**src/design/assert_macros.svh**
```systemverilog
// assertion macros used by the decoder top level
`ifndef ASSERT_MACROS_SVH
`define ASSERT_MACROS_SVH

// property checked on every rising clock edge outside reset
`define PS2_ASSERT(lbl, prop, msg) \
  lbl: assert property (@(posedge clk_i) disable iff (!rst_ni) prop) else $error(msg);

// condition that must never hold outside reset
`define PS2_ASSERT_NEVER(lbl, cond, msg) \
  lbl: assert property (@(posedge clk_i) disable iff (!rst_ni) !(cond)) else $error(msg);

`endif

```
**src/design/ps2s1_pkg.sv**
```systemverilog
// types, byte codes and key table of the set-1 scancode decoder
package ps2s1_pkg;

  typedef enum logic [3:0] {
    ST_NORMAL     = 4'd0,
    ST_E0         = 4'd1,
    ST_E02A       = 4'd2,
    ST_E02AE0     = 4'd3,
    ST_E0B7       = 4'd4,
    ST_E0B7E0     = 4'd5,
    ST_E1         = 4'd6,
    ST_E11D       = 4'd7,
    ST_E11D45     = 4'd8,
    ST_E11D45E1   = 4'd9,
    ST_E11D45E19D = 4'd10,
    ST_INVALID    = 4'd11
  } state_e;

  // prefix and sequence bytes
  localparam logic [7:0] ByteE0 = 8'hE0;
  localparam logic [7:0] ByteE1 = 8'hE1;
  localparam logic [7:0] Byte2A = 8'h2A;
  localparam logic [7:0] ByteB7 = 8'hB7;
  localparam logic [7:0] Byte37 = 8'h37;
  localparam logic [7:0] ByteAA = 8'hAA;
  localparam logic [7:0] Byte1D = 8'h1D;
  localparam logic [7:0] Byte45 = 8'h45;
  localparam logic [7:0] Byte9D = 8'h9D;
  localparam logic [7:0] ByteC5 = 8'hC5;

  // key indices
  localparam logic [7:0] KeyPrtScAlias = 8'hAA;
  localparam logic [7:0] KeyPrtSc      = 8'hB7;
  localparam logic [7:0] KeyCaps       = 8'h3A;
  localparam logic [7:0] KeyNum        = 8'h45;
  localparam logic [7:0] KeyScroll     = 8'h46;
  localparam logic [7:0] KeyLShift     = 8'h2A;
  localparam logic [7:0] KeyRShift     = 8'h36;
  localparam logic [7:0] KeyLCtrl      = 8'h1D;
  localparam logic [7:0] KeyRCtrl      = 8'h9D;
  localparam logic [7:0] KeyAlt        = 8'h38;
  localparam logic [7:0] KeyAltGr      = 8'hB8;
  localparam logic [7:0] KeyLSuper     = 8'hDB;
  localparam logic [7:0] KeyRSuper     = 8'hDC;

  // modifier flag positions
  localparam int ModShift  = 0;
  localparam int ModCaps   = 1;
  localparam int ModNum    = 2;
  localparam int ModScroll = 3;
  localparam int ModAlt    = 4;
  localparam int ModAltGr  = 5;
  localparam int ModCtrl   = 6;
  localparam int ModLSuper = 7;
  localparam int ModRSuper = 8;
  localparam int ModW      = 9;

  // bit n marks key index n as mapped
  localparam logic [255:0] KnownMap = {
    32'h00003FE8, 32'hF80FABA0, 32'h01A54417, 32'h32010000,
    32'h00000000, 32'h018FFFFF, 32'hFFFFFFFF, 32'hFFFFFFFE
  };

  typedef struct packed {
    logic       emit;
    logic [7:0] idx;
    logic       known;
    logic       released;
  } dec_t;

  typedef struct packed {
    logic [1:0]      shift_cnt;
    logic [1:0]      ctrl_cnt;
    logic [ModW-1:0] flags;
  } mod_stat_t;

endpackage

```
**src/design/ps2s1_fsm.sv**
```systemverilog
// prefix sequence state machine and key index decode
module ps2s1_fsm (
  input  logic              clk_i,
  input  logic              rst_ni,
  input  logic [7:0]        byte_i,
  input  logic              adv_i,
  output ps2s1_pkg::dec_t   dec_o
);

  ps2s1_pkg::state_e state_q, state_d;
  logic              emit;
  logic              prefixed;
  logic [7:0]        idx_raw;
  logic [7:0]        idx;

  always_ff @(posedge clk_i or negedge rst_ni) begin
    if (!rst_ni) begin
      state_q <= ps2s1_pkg::ST_NORMAL;
    end else if (adv_i) begin
      state_q <= state_d;
    end
  end

  always_comb begin
    state_d  = ps2s1_pkg::ST_NORMAL;
    emit     = 1'b0;
    prefixed = 1'b0;
    unique case (state_q)
      ps2s1_pkg::ST_NORMAL: begin
        if (byte_i == ps2s1_pkg::ByteE0) begin
          state_d = ps2s1_pkg::ST_E0;
        end else if (byte_i == ps2s1_pkg::ByteE1) begin
          state_d = ps2s1_pkg::ST_E1;
        end else begin
          emit = 1'b1;
        end
      end
      ps2s1_pkg::ST_E0: begin
        if (byte_i == ps2s1_pkg::Byte2A) begin
          state_d = ps2s1_pkg::ST_E02A;
        end else if (byte_i == ps2s1_pkg::ByteB7) begin
          state_d = ps2s1_pkg::ST_E0B7;
        end else begin
          emit     = 1'b1;
          prefixed = 1'b1;
        end
      end
      ps2s1_pkg::ST_E02A: begin
        state_d = (byte_i == ps2s1_pkg::ByteE0) ? ps2s1_pkg::ST_E02AE0
                                                : ps2s1_pkg::ST_INVALID;
      end
      ps2s1_pkg::ST_E02AE0: begin
        emit     = (byte_i == ps2s1_pkg::Byte37);
        prefixed = 1'b1;
      end
      ps2s1_pkg::ST_E0B7: begin
        state_d = (byte_i == ps2s1_pkg::ByteE0) ? ps2s1_pkg::ST_E0B7E0
                                                : ps2s1_pkg::ST_INVALID;
      end
      ps2s1_pkg::ST_E0B7E0: begin
        emit     = (byte_i == ps2s1_pkg::ByteAA);
        prefixed = 1'b1;
      end
      ps2s1_pkg::ST_E1: begin
        state_d = (byte_i == ps2s1_pkg::Byte1D) ? ps2s1_pkg::ST_E11D
                                                : ps2s1_pkg::ST_INVALID;
      end
      ps2s1_pkg::ST_E11D: begin
        state_d = (byte_i == ps2s1_pkg::Byte45) ? ps2s1_pkg::ST_E11D45
                                                : ps2s1_pkg::ST_INVALID;
      end
      ps2s1_pkg::ST_E11D45: begin
        state_d = (byte_i == ps2s1_pkg::ByteE1) ? ps2s1_pkg::ST_E11D45E1
                                                : ps2s1_pkg::ST_INVALID;
      end
      ps2s1_pkg::ST_E11D45E1: begin
        state_d = (byte_i == ps2s1_pkg::Byte9D) ? ps2s1_pkg::ST_E11D45E19D
                                                : ps2s1_pkg::ST_INVALID;
      end
      ps2s1_pkg::ST_E11D45E19D: begin
        emit     = (byte_i == ps2s1_pkg::ByteC5);
        prefixed = 1'b1;
      end
      default: begin
        // invalid state and unused codes: wait for a sequence end byte
        if (byte_i == ps2s1_pkg::Byte37 || byte_i == ps2s1_pkg::ByteAA ||
            byte_i == ps2s1_pkg::ByteC5) begin
          state_d = ps2s1_pkg::ST_NORMAL;
        end else begin
          state_d = ps2s1_pkg::ST_INVALID;
        end
      end
    endcase
  end

  assign idx_raw = {prefixed, byte_i[6:0]};
  assign idx     = (idx_raw == ps2s1_pkg::KeyPrtScAlias) ? ps2s1_pkg::KeyPrtSc : idx_raw;

  assign dec_o.emit     = emit;
  assign dec_o.idx      = idx;
  assign dec_o.known    = ps2s1_pkg::KnownMap[idx];
  assign dec_o.released = byte_i[7];

endmodule

```
**src/design/ps2s1_mods.sv**
```systemverilog
// lock, held and paired modifier tracking
module ps2s1_mods (
  input  logic                        clk_i,
  input  logic                        rst_ni,
  input  ps2s1_pkg::dec_t             dec_i,
  input  logic                        upd_i,
  output logic [ps2s1_pkg::ModW-1:0]  flags_d_o,
  output ps2s1_pkg::mod_stat_t        stat_o
);

  logic [ps2s1_pkg::ModW-1:0] flags_q, flags_d;
  logic [1:0]                 shift_cnt_q, shift_cnt_d;
  logic [1:0]                 ctrl_cnt_q, ctrl_cnt_d;
  logic                       rel;

  assign rel = dec_i.released;

  always_ff @(posedge clk_i or negedge rst_ni) begin
    if (!rst_ni) begin
      flags_q     <= '0;
      shift_cnt_q <= '0;
      ctrl_cnt_q  <= '0;
    end else if (upd_i) begin
      flags_q     <= flags_d;
      shift_cnt_q <= shift_cnt_d;
      ctrl_cnt_q  <= ctrl_cnt_d;
    end
  end

  always_comb begin
    flags_d     = flags_q;
    shift_cnt_d = shift_cnt_q;
    ctrl_cnt_d  = ctrl_cnt_q;
    unique case (dec_i.idx) inside
      ps2s1_pkg::KeyCaps: begin
        if (!rel) flags_d[ps2s1_pkg::ModCaps] = ~flags_q[ps2s1_pkg::ModCaps];
      end
      ps2s1_pkg::KeyNum: begin
        if (!rel) flags_d[ps2s1_pkg::ModNum] = ~flags_q[ps2s1_pkg::ModNum];
      end
      ps2s1_pkg::KeyScroll: begin
        if (!rel) flags_d[ps2s1_pkg::ModScroll] = ~flags_q[ps2s1_pkg::ModScroll];
      end
      ps2s1_pkg::KeyLShift, ps2s1_pkg::KeyRShift: begin
        if (!rel) begin
          shift_cnt_d = (shift_cnt_q == 2'd3) ? shift_cnt_q : shift_cnt_q + 2'd1;
          flags_d[ps2s1_pkg::ModShift] = 1'b1;
        end else begin
          shift_cnt_d = (shift_cnt_q == 2'd0) ? shift_cnt_q : shift_cnt_q - 2'd1;
          if (shift_cnt_d == 2'd0) flags_d[ps2s1_pkg::ModShift] = 1'b0;
        end
      end
      ps2s1_pkg::KeyLCtrl, ps2s1_pkg::KeyRCtrl: begin
        if (!rel) begin
          ctrl_cnt_d = (ctrl_cnt_q == 2'd3) ? ctrl_cnt_q : ctrl_cnt_q + 2'd1;
          flags_d[ps2s1_pkg::ModCtrl] = 1'b1;
        end else begin
          ctrl_cnt_d = (ctrl_cnt_q == 2'd0) ? ctrl_cnt_q : ctrl_cnt_q - 2'd1;
          if (ctrl_cnt_d == 2'd0) flags_d[ps2s1_pkg::ModCtrl] = 1'b0;
        end
      end
      ps2s1_pkg::KeyAlt:    flags_d[ps2s1_pkg::ModAlt]    = ~rel;
      ps2s1_pkg::KeyAltGr:  flags_d[ps2s1_pkg::ModAltGr]  = ~rel;
      ps2s1_pkg::KeyLSuper: flags_d[ps2s1_pkg::ModLSuper] = ~rel;
      ps2s1_pkg::KeyRSuper: flags_d[ps2s1_pkg::ModRSuper] = ~rel;
      default: ;
    endcase
  end

  assign flags_d_o        = flags_d;
  assign stat_o.shift_cnt = shift_cnt_q;
  assign stat_o.ctrl_cnt  = ctrl_cnt_q;
  assign stat_o.flags     = flags_q;

endmodule

```
**src/design/ps2_set1_scancode_decoder.sv**
```systemverilog
// top level of the ps/2 scancode set 1 decoder
// Takes one raw set-1 keyboard byte per request and gives one result per
// complete key code: the key index (low seven bits, bit 7 set for prefixed
// codes, print screen always reported as 0xB7), whether the index is in the
// mapped key table, a press/release flag and the nine modifier flags after
// the code has been applied. Prefix bytes of the E0, E1, print screen and
// pause sequences, and bytes eaten while resynchronising, give no result.
// A byte is taken into an input register, decoded combinationally against the
// sequence state and modifier registers, and the result lands in an output
// register: one byte per clock cycle sustained while the output register is
// not full and stalled. The loop through the sequence state register sets
// that rate. The output register lets a new byte be decoded while a finished
// result is still waiting, and holds its request for as long as the
// downstream side keeps tready low.
`include "assert_macros.svh"

module ps2_set1_scancode_decoder (
  input  logic        clk_i,
  input  logic        rst_ni,
  // slave side: [7:0] scan_byte
  input  logic        s_axis_tvalid_i,
  output logic        s_axis_tready_o,
  input  logic [7:0]  s_axis_tdata_i,
  // master side: [7:0] key_index, [8] key_known, [9] key_released,
  // [18:10] modifier_flags, [23:19] zero
  output logic        m_axis_tvalid_o,
  input  logic        m_axis_tready_i,
  output logic [23:0] m_axis_tdata_o
);

  // input register
  logic       in_vld_q, in_vld_d;
  logic [7:0] in_byte_q;

  // result register
  logic                       out_vld_q, out_vld_d;
  logic [7:0]                 out_idx_q;
  logic                       out_known_q;
  logic                       out_rel_q;
  logic [ps2s1_pkg::ModW-1:0] out_mods_q;

  ps2s1_pkg::dec_t            dec;
  ps2s1_pkg::mod_stat_t       stat;
  logic [ps2s1_pkg::ModW-1:0] mods_d;
  logic                       out_free;
  logic                       adv;
  logic                       take;

  // the byte in the input register moves on unless it has a result and the
  // result register is full and stalled
  assign out_free = !out_vld_q || m_axis_tready_i;
  assign adv      = in_vld_q && (!dec.emit || out_free);
  assign take     = adv && dec.emit;

  assign s_axis_tready_o = !in_vld_q || adv;

  always_comb begin
    in_vld_d = in_vld_q;
    if (s_axis_tready_o) in_vld_d = s_axis_tvalid_i;
  end

  always_ff @(posedge clk_i or negedge rst_ni) begin
    if (!rst_ni) begin
      in_vld_q <= 1'b0;
    end else begin
      in_vld_q <= in_vld_d;
    end
  end

  always_ff @(posedge clk_i) begin
    if (s_axis_tvalid_i && s_axis_tready_o) in_byte_q <= s_axis_tdata_i;
  end

  ps2s1_fsm u_fsm (
    .clk_i  (clk_i),
    .rst_ni (rst_ni),
    .byte_i (in_byte_q),
    .adv_i  (adv),
    .dec_o  (dec)
  );

  ps2s1_mods u_mods (
    .clk_i     (clk_i),
    .rst_ni    (rst_ni),
    .dec_i     (dec),
    .upd_i     (take),
    .flags_d_o (mods_d),
    .stat_o    (stat)
  );

  // result register: load on a new result, drop once downstream takes it
  always_comb begin
    out_vld_d = out_vld_q;
    if (take) begin
      out_vld_d = 1'b1;
    end else if (m_axis_tready_i) begin
      out_vld_d = 1'b0;
    end
  end

  always_ff @(posedge clk_i or negedge rst_ni) begin
    if (!rst_ni) begin
      out_vld_q <= 1'b0;
    end else begin
      out_vld_q <= out_vld_d;
    end
  end

  always_ff @(posedge clk_i) begin
    if (take) begin
      out_idx_q   <= dec.idx;
      out_known_q <= dec.known;
      out_rel_q   <= dec.released;
      out_mods_q  <= mods_d;
    end
  end

  assign m_axis_tvalid_o = out_vld_q;
  assign m_axis_tdata_o  = {5'd0, out_mods_q, out_rel_q, out_known_q, out_idx_q};

  // a new result only ever comes from a decoded byte that completed a code
  `PS2_ASSERT(a_result_source, $rose(out_vld_q) |-> $past(take), "result without a code")

  // a byte waiting in the input register is never overwritten or lost
  `PS2_ASSERT(a_input_held,
              (in_vld_q && !adv) |=> (in_vld_q && $stable(in_byte_q)), "input byte lost")

  // pair flags follow their press counters
  `PS2_ASSERT(a_shift_cnt,
              stat.flags[ps2s1_pkg::ModShift] == (stat.shift_cnt != 2'd0),
              "shift flag and counter disagree")
  `PS2_ASSERT(a_ctrl_cnt,
              stat.flags[ps2s1_pkg::ModCtrl] == (stat.ctrl_cnt != 2'd0),
              "ctrl flag and counter disagree")

endmodule
```
**config.mk**
```make
export PLATFORM = sky130hd
export DESIGN_NAME = ps2_set1_scancode_decoder
export DESIGN_NICKNAME = d
export VERILOG_FILES = /design/src/design/ps2s1_pkg.sv /design/src/design/ps2s1_fsm.sv /design/src/design/ps2s1_mods.sv /design/src/design/ps2_set1_scancode_decoder.sv
export VERILOG_INCLUDE_DIRS = /design/src /design/src/design
export SDC_FILE = /design/constraint.sdc
export NUM_CORES = 1
export LEC_CHECK = 0
export ABC_AREA = 1
export BUFFER_PORTS_ARGS = -buffer_cell sky130_fd_sc_hd__buf_4
export CAP_MARGIN = 40
export CORE_MARGIN = 1.5
export CORE_UTILIZATION = 41
export DETAILED_ROUTE_END_ITERATION = 7
export HOLD_SLACK_MARGIN = 0.08
export REMOVE_ABC_BUFFERS = 1
export SETUP_SLACK_MARGIN = 0.3
export SLEW_MARGIN = 20
export SYNTH_ARGS = -nofsm -noshare
export SYNTH_HDL_FRONTEND = slang
export SYNTH_SLANG_ARGS = --single-unit
```
**constraint.sdc**
```tcl
create_clock -name clk_i -period 2.79 [get_ports clk_i]
set_clock_uncertainty 0.1 [all_clocks]
set_input_delay 0.558 -clock clk_i [delete_from_list [all_inputs] [get_ports clk_i]]
set_output_delay 0.558 -clock clk_i [all_outputs]
set_load 0.1 [all_outputs]
```
==> reports/qor.txt, run 1 <==
outcome: completed
HP Class: input port to flop
FP Rows: 30
routed length per instance: 14.26 um
Ports: 38
# clock sinks: 46
first-pass GRT wire length: 10990 um
CP cell instances: inv_2 > nand2_4 > nor4_4 > nand3_1 > nand4_2 > nand4_1 > buf_12
Min Hold Slack: 0.3293 ns
Setup violations, final: 0
Max VDD drop: 0.3106 mV
gr usage total: 0.1906
slowest stage delay, CP: 0.52 ns
Bufs on Longest Clock Path: 2
Yosys reg bits: 46
unrepaired setup endpoints after global routing: yes
routed wl met3: 235 um
Yosys top cell by area: edfxtp_1
# DRC: 0
Vias: 2454
Placeable Area: 6719 um2
1st-pass router iterations: 6
Die H: 85.90 um
clock-pin slew on the worst setup and hold paths: 0.09 ns
largest net degree at the start of global routing: 31
Setup CP Type: flop to output pin
fin. max-slew vios: 0
vias in the first global route: 2252
n_diodes: 0
initial antenna violation count: 0
register area share after synthesis: 0.4565
post-route ant nets: 0
top cells by area, synth: edfxtp_1 (29%), dfrtp_1 (17%), nand2_1 (11%)
crit path time final: 2.623 ns
Pleak: 1.688 nW
fin util: 0.5341
post-route setup TNS: 0 ns
Hold Vio Cnt, Final: 0
PwrDens: 914.3 nW/um2
Final Cycle Share: 0.9403
final worst setup slack: 0.1666 ns
Worst Path Required: 2.13 ns
wl on met1: 3219 um
Area Overhead vs Synth: 27.35%
FMAX: 381.2 MHz
drt via density: 5.070
Synth Warn #: 0
initial DRC count: 140
Design Power: 3.281 mW
Initial Util: 0.4194
delay-heaviest family, CP: simple AND/OR/NAND/NOR gates
area share of the largest cell type after synthesis: 0.2877
Avg Cell Area, Syn: 8.312 um2
number of I/O port buffers: 32
Critical-path top delay cell: edfxtp_1
CTS tree: built
placed cell count: 445
die width: 85.90 um
Crit path buffers/inverters: 2
Root Buffer: clkbuf_8
CP max FO: 5
DIE AREA: 7379 um2
total CTS buffers: 5
Gate Count Post-Synth: 339
Startpoint Class: flop
max-cap violations: 0
Finished Layout Cells: 484
DR top layer: met4
HPWL after DPL: 4726 um
setup slack at placement: 0.2473 ns
critical path endpoint category: output pin
clock latency on the worst-skew pair: 0.30 ns
H-Tree Depth: 2
total routed wirelength: 6904 um
met2 WL post-DR: 3320 um
fraction of layout cells with a size suffix above 1: 0.3441
Critical Path AT: 1.97 ns
post-route cell area: 3588 um2
Post-Syn Area: 2818 um2
GRT Residual Overflow: 0
GPL Wtd Cong: 0.9344
DP Area: 3124 um2
fin nets: 422
distinct cell type count after synthesis: 42
[cell usage after synthesis (all sizes together)]
master and number:
o41ai 1, dfrtp 19, clkbuf 4, a21boi 1, nor2 35, xor2 3, buf 13, o21ai 29
nor3 12, a21oi 4, edfxtp 27, a211oi 1, inv 47, conb 1, and3 1, a41oi 1
nand2 101, o2111ai 1, nand2b 1, o211ai 2, a31oi 2, nand4 6, nand3 14, a22o 1
ha 7, nor4 5
[area by class of cell]
cell class	count	area, um2
clock buffer	5	68.82
fill	630	3131
clock inverter	3	20.02
timing repair buffer	70	560.5
multi-input combinational	233	1374
inverter	47	178.9
sequential	46	1286
tap	80	100.1
[registers in the layout, summed over array words and instances (netlist names)]
signal              cells
in_vld_q                1
out_mods_q              9
u_mods.flags_q          9
out_known_q             1
out_idx_q               8
out_rel_q               1
m_axis_tvalid_o         1
u_fsm.state_q           4
u_mods.ctrl_cnt_q       2
u_mods.shift_cnt_q      2
in_byte_q               8
[cell usage in the layout (no fill, tap or decap), types with 7 or more instances in the layout]
cell type,count
buf_4,65
dfrtp_1,19
edfxtp_1,27
ha_1,7
inv_1,38
inv_2,8
nand2_1,75
nand2_2,16
nand2_4,10
nand3_1,9
nor2_1,24
nor3_1,8
o21ai_0,20
[routing by layer]
metal / vias to the layer above / global-route usage
met1: 1169 / 0.2595
met5: - / 0
met2: 61 / 0.3121
met3: 11 / 0.03272
li1: 1213 / -
met4: 0 / 0.05718
[repair_timing]
item                                   CTS  global route
pin swaps                                7            16
buffers inserted                        22             8
hold buffers                             1             0
setup endpoints to repair                2             4
resized for setup                       18            18
endpoints found under the hold margin   19             0
[path summary, 6_finish.rpt]
| check | startpoint | end | depth (start not counted) | slack [ns] |
|---|---|---|---|---|
| max | in_byte_q[6]$_DFFE_PP_ | s_axis_tready_o | 7 | 0.17 |
| min | s_axis_tdata_i[6] | in_byte_q[6]$_DFFE_PP_ | 1 | 0.33 |
| max reg2reg | in_byte_q[2]$_DFFE_PP_ | out_known_q$_DFFE_PP_ | 19 | 0.32 |
| min reg2reg | u_mods.flags_q[4]$_DFFE_PN0P_ | u_mods.flags_q[4]$_DFFE_PN0P_ | 2 | 0.39 |
| max in group asynchronous | rst_ni | u_fsm.state_q[2]$_DFFE_PN0N_ | 2 | 1.80 |
| min in group asynchronous | rst_ni | u_mods.flags_q[4]$_DFFE_PN0P_ | 2 | 0.57 |
[cells by family (layout without fill, tap and decap cells)]
group           Yosys count  count (layout)  share of synthesized area
buf+inv                  64             125                     0.1039
other cells               1               5                   0.001331
flops                    46              46                     0.4565
simple gates            175             175                     0.3055
compound gates           43              43                    0.09237
fa+ha+maj                 7               7                    0.03108
xor+xnor                  3               3                   0.009327
[power by group]
group | leakage, nW | internal (mW) | switching (mW) | total [mW]
clock | 0.0484 | 0.177 | 0.236 | 0.413
combinational | 1.13 | 0.465 | 1.32 | 1.78
sequential | 0.514 | 0.961 | 0.123 | 1.08
Note: power is estimated with default switching activity, not from simulation.
==> run 2, diff against run 1 <==
Settings changed: PLACE_DENSITY from default to 0.69.
==> run 2 against run 1 <==
  * Total power rose by 0.27%
  * Global-route usage up 0.45 points
  * Non-clock buffer count increased by 3
  * Via count up 2.5%
  * Die area did not move
  * Combinational power hardly changed
  * Design area is 0.14% lower
  * Register-to-register slack gained 0.02 ns
  * Largest power group unchanged
==> reports/qor.txt, run 2 (synthesis gave the netlist of run 1 again) <==
CP cell instances: nand2_2 > nor4_4 > nand3_1 > nand4_2 > nand4_1 > buf_8
1st-pass router iterations: 5
# clock sinks: 46
Vias: 2516
Die H: 85.90 um
most common cell after layout, fill and taps aside: nand2_1
slowest stage delay, CP: 0.50 ns
clock latency on the worst-skew pair: 0.31 ns
Setup violations, final: 0
R2R depth: 15
die width: 85.90 um
critical path endpoint category: output pin
commonest cells after routing, fill and taps aside: nand2_1 (74), buf_4 (69), inv_1 (37)
Startpoint Class: flop
Filler cells: 614
post-route ant nets: 0
routed length per instance: 14.43 um
unrepaired setup endpoints after global routing: yes
Ports: 38
area occupied by multi-input gates: 1365 um2
PwrDens: 918.1 nW/um2
Pleak: 1.678 nW
Area Overhead vs Synth: 27.18%
Worst Setup EP: s_axis_tready_o
drt via density: 5.166
r2r endpoint: out_known_q$_DFFE_PP_
gr usage total: 0.1950
Initial Util: 0.4194
biggest regs: out_mods_q: 9 flops, u_mods.flags_q: 9 flops
initial antenna violation count: 0
total routed wirelength: 7026 um
fraction of layout cells with a size suffix above 1: 0.3538
Placeable Area: 6719 um2
Critical-path top delay cell: edfxtp_1
DIE AREA: 7379 um2
Reg area: 1286 um2
total CTS buffers: 5
Worst Path Required: 2.13 ns
fin nets: 425
FP Rows: 30
final worst setup slack: 0.1338 ns
number of I/O port buffers: 32
Bufs on Longest Clock Path: 2
Min Hold Slack: 0.3197 ns
first-pass GRT wire length: 11320 um
crit path time final: 2.656 ns
reg2reg start: in_byte_q[6]$_DFFE_PP_
HP Class: input port to flop
# DRC: 0
outcome: completed
Final Cycle Share: 0.9520
Critical Path AT: 2.00 ns
n_diodes: 0
GPL Wtd Cong: 0.9527
H-Tree Depth: 2
Root Buffer: clkbuf_8
start point of the critical path: in_byte_q[1]$_DFFE_PP_
HPWL after DPL: 4698 um
CTS tree: built
max-cap violations: 0
setup slack at placement: 0.2060 ns
vias in the first global route: 2393
initial DRC count: 155
largest net degree at the start of global routing: 21
Worst R2R Setup Slack: 0.34 ns
CP max FO: 4
Max VDD drop: 0.3848 mV
Setup CP Type: flop to output pin
GRT Residual Overflow: 0
clock-pin slew on the worst setup and hold paths: 0.09 ns
FMAX: 376.5 MHz
Hold Vio Cnt, Final: 0
fin. max-slew vios: 0
==> run 2: cell count changes in the layout (fill, tap and decap cells not counted), sizes merged <==
cell	delta
buf	+3
clkinvlp	+1
inv	-1
==> run 2: cell type report <==
cell class / instances / area share
clock buffers: 5 / 0.01920
well taps: 80 / 0.02793
flip-flops and latches: 46 / 0.3589
inverters: 47 / 0.05063
repair buffers: 73 / 0.1578
clock inverters: 3 / 0.004539
multi-input cells: 233 / 0.3809
==> run 2: how the worst min path moves through the flow <==
stage	depth (start not counted)	from	to
finish	1	s_axis_tdata_i[5]	in_byte_q[5]$_DFFE_PP_
global route	1	s_axis_tdata_i[6]	in_byte_q[6]$_DFFE_PP_
CTS	1	s_axis_tdata_i[1]	in_byte_q[1]$_DFFE_PP_
detailed placement	1	rst_ni	u_mods.flags_q[8]$_DFFE_PN0P_
global placement	1	rst_ni	u_mods.flags_q[8]$_DFFE_PN0P_
floorplan	0	rst_ni	in_vld_q$_DFFE_PN0N_
==> run 2: timing repair <==
| item | CTS | global route |
|---|---|---|
| hold endpoints to repair | 19 | 0 |
| hold buffers | 1 | 0 |
| setup buffers | 22 | 10 |
| gates resized for setup | 14 | 24 |
| pin swaps | 3 | 11 |
| cloned | 0 | 0 |
| endpoints found under the setup margin | 1 | 5 |
==> run 2: routing by layer <==
metal	global-route usage	routed length, um	vias to the layer above
met3	0.03561	358	15
met1	0.2526	3025	1184
met5	0	0	-
met2	0.3329	3538	86
li1	-	-	1231
met4	0.05865	104	0
==> run 2: critical path, delay by kind of cell, from the launching register on <==
| family | cells | cell delay [ns] |
|---|---|---|
| flops | 1 | 0.50 |
| simple gates | 5 | 0.92 |
| buf+inv | 1 | 0.25 |
==> run 2: metrics by stage <==
stage | utilization | setup TNS [ns] | power, mW | instance area [um2] | cells
floorplan | - | -3.347 | 2.394 | 2719 | 326
global placement | 0.4642 | 0 | 2.734 | 3119 | 446
detailed placement | 0.4642 | 0 | 2.745 | 3119 | 446
CTS | 0.5101 | 0 | 3.230 | 3427 | 477
global route | 0.5333 | 0 | 3.458 | 3583 | 487
finish | 0.5333 | 0 | 3.290 | 3583 | 487
==> run 2: power by group <==
part           internal (mW)  switching (mW)
clock network          0.172           0.251
registers              0.961           0.124
logic                  0.464            1.32
total                   1.60            1.69
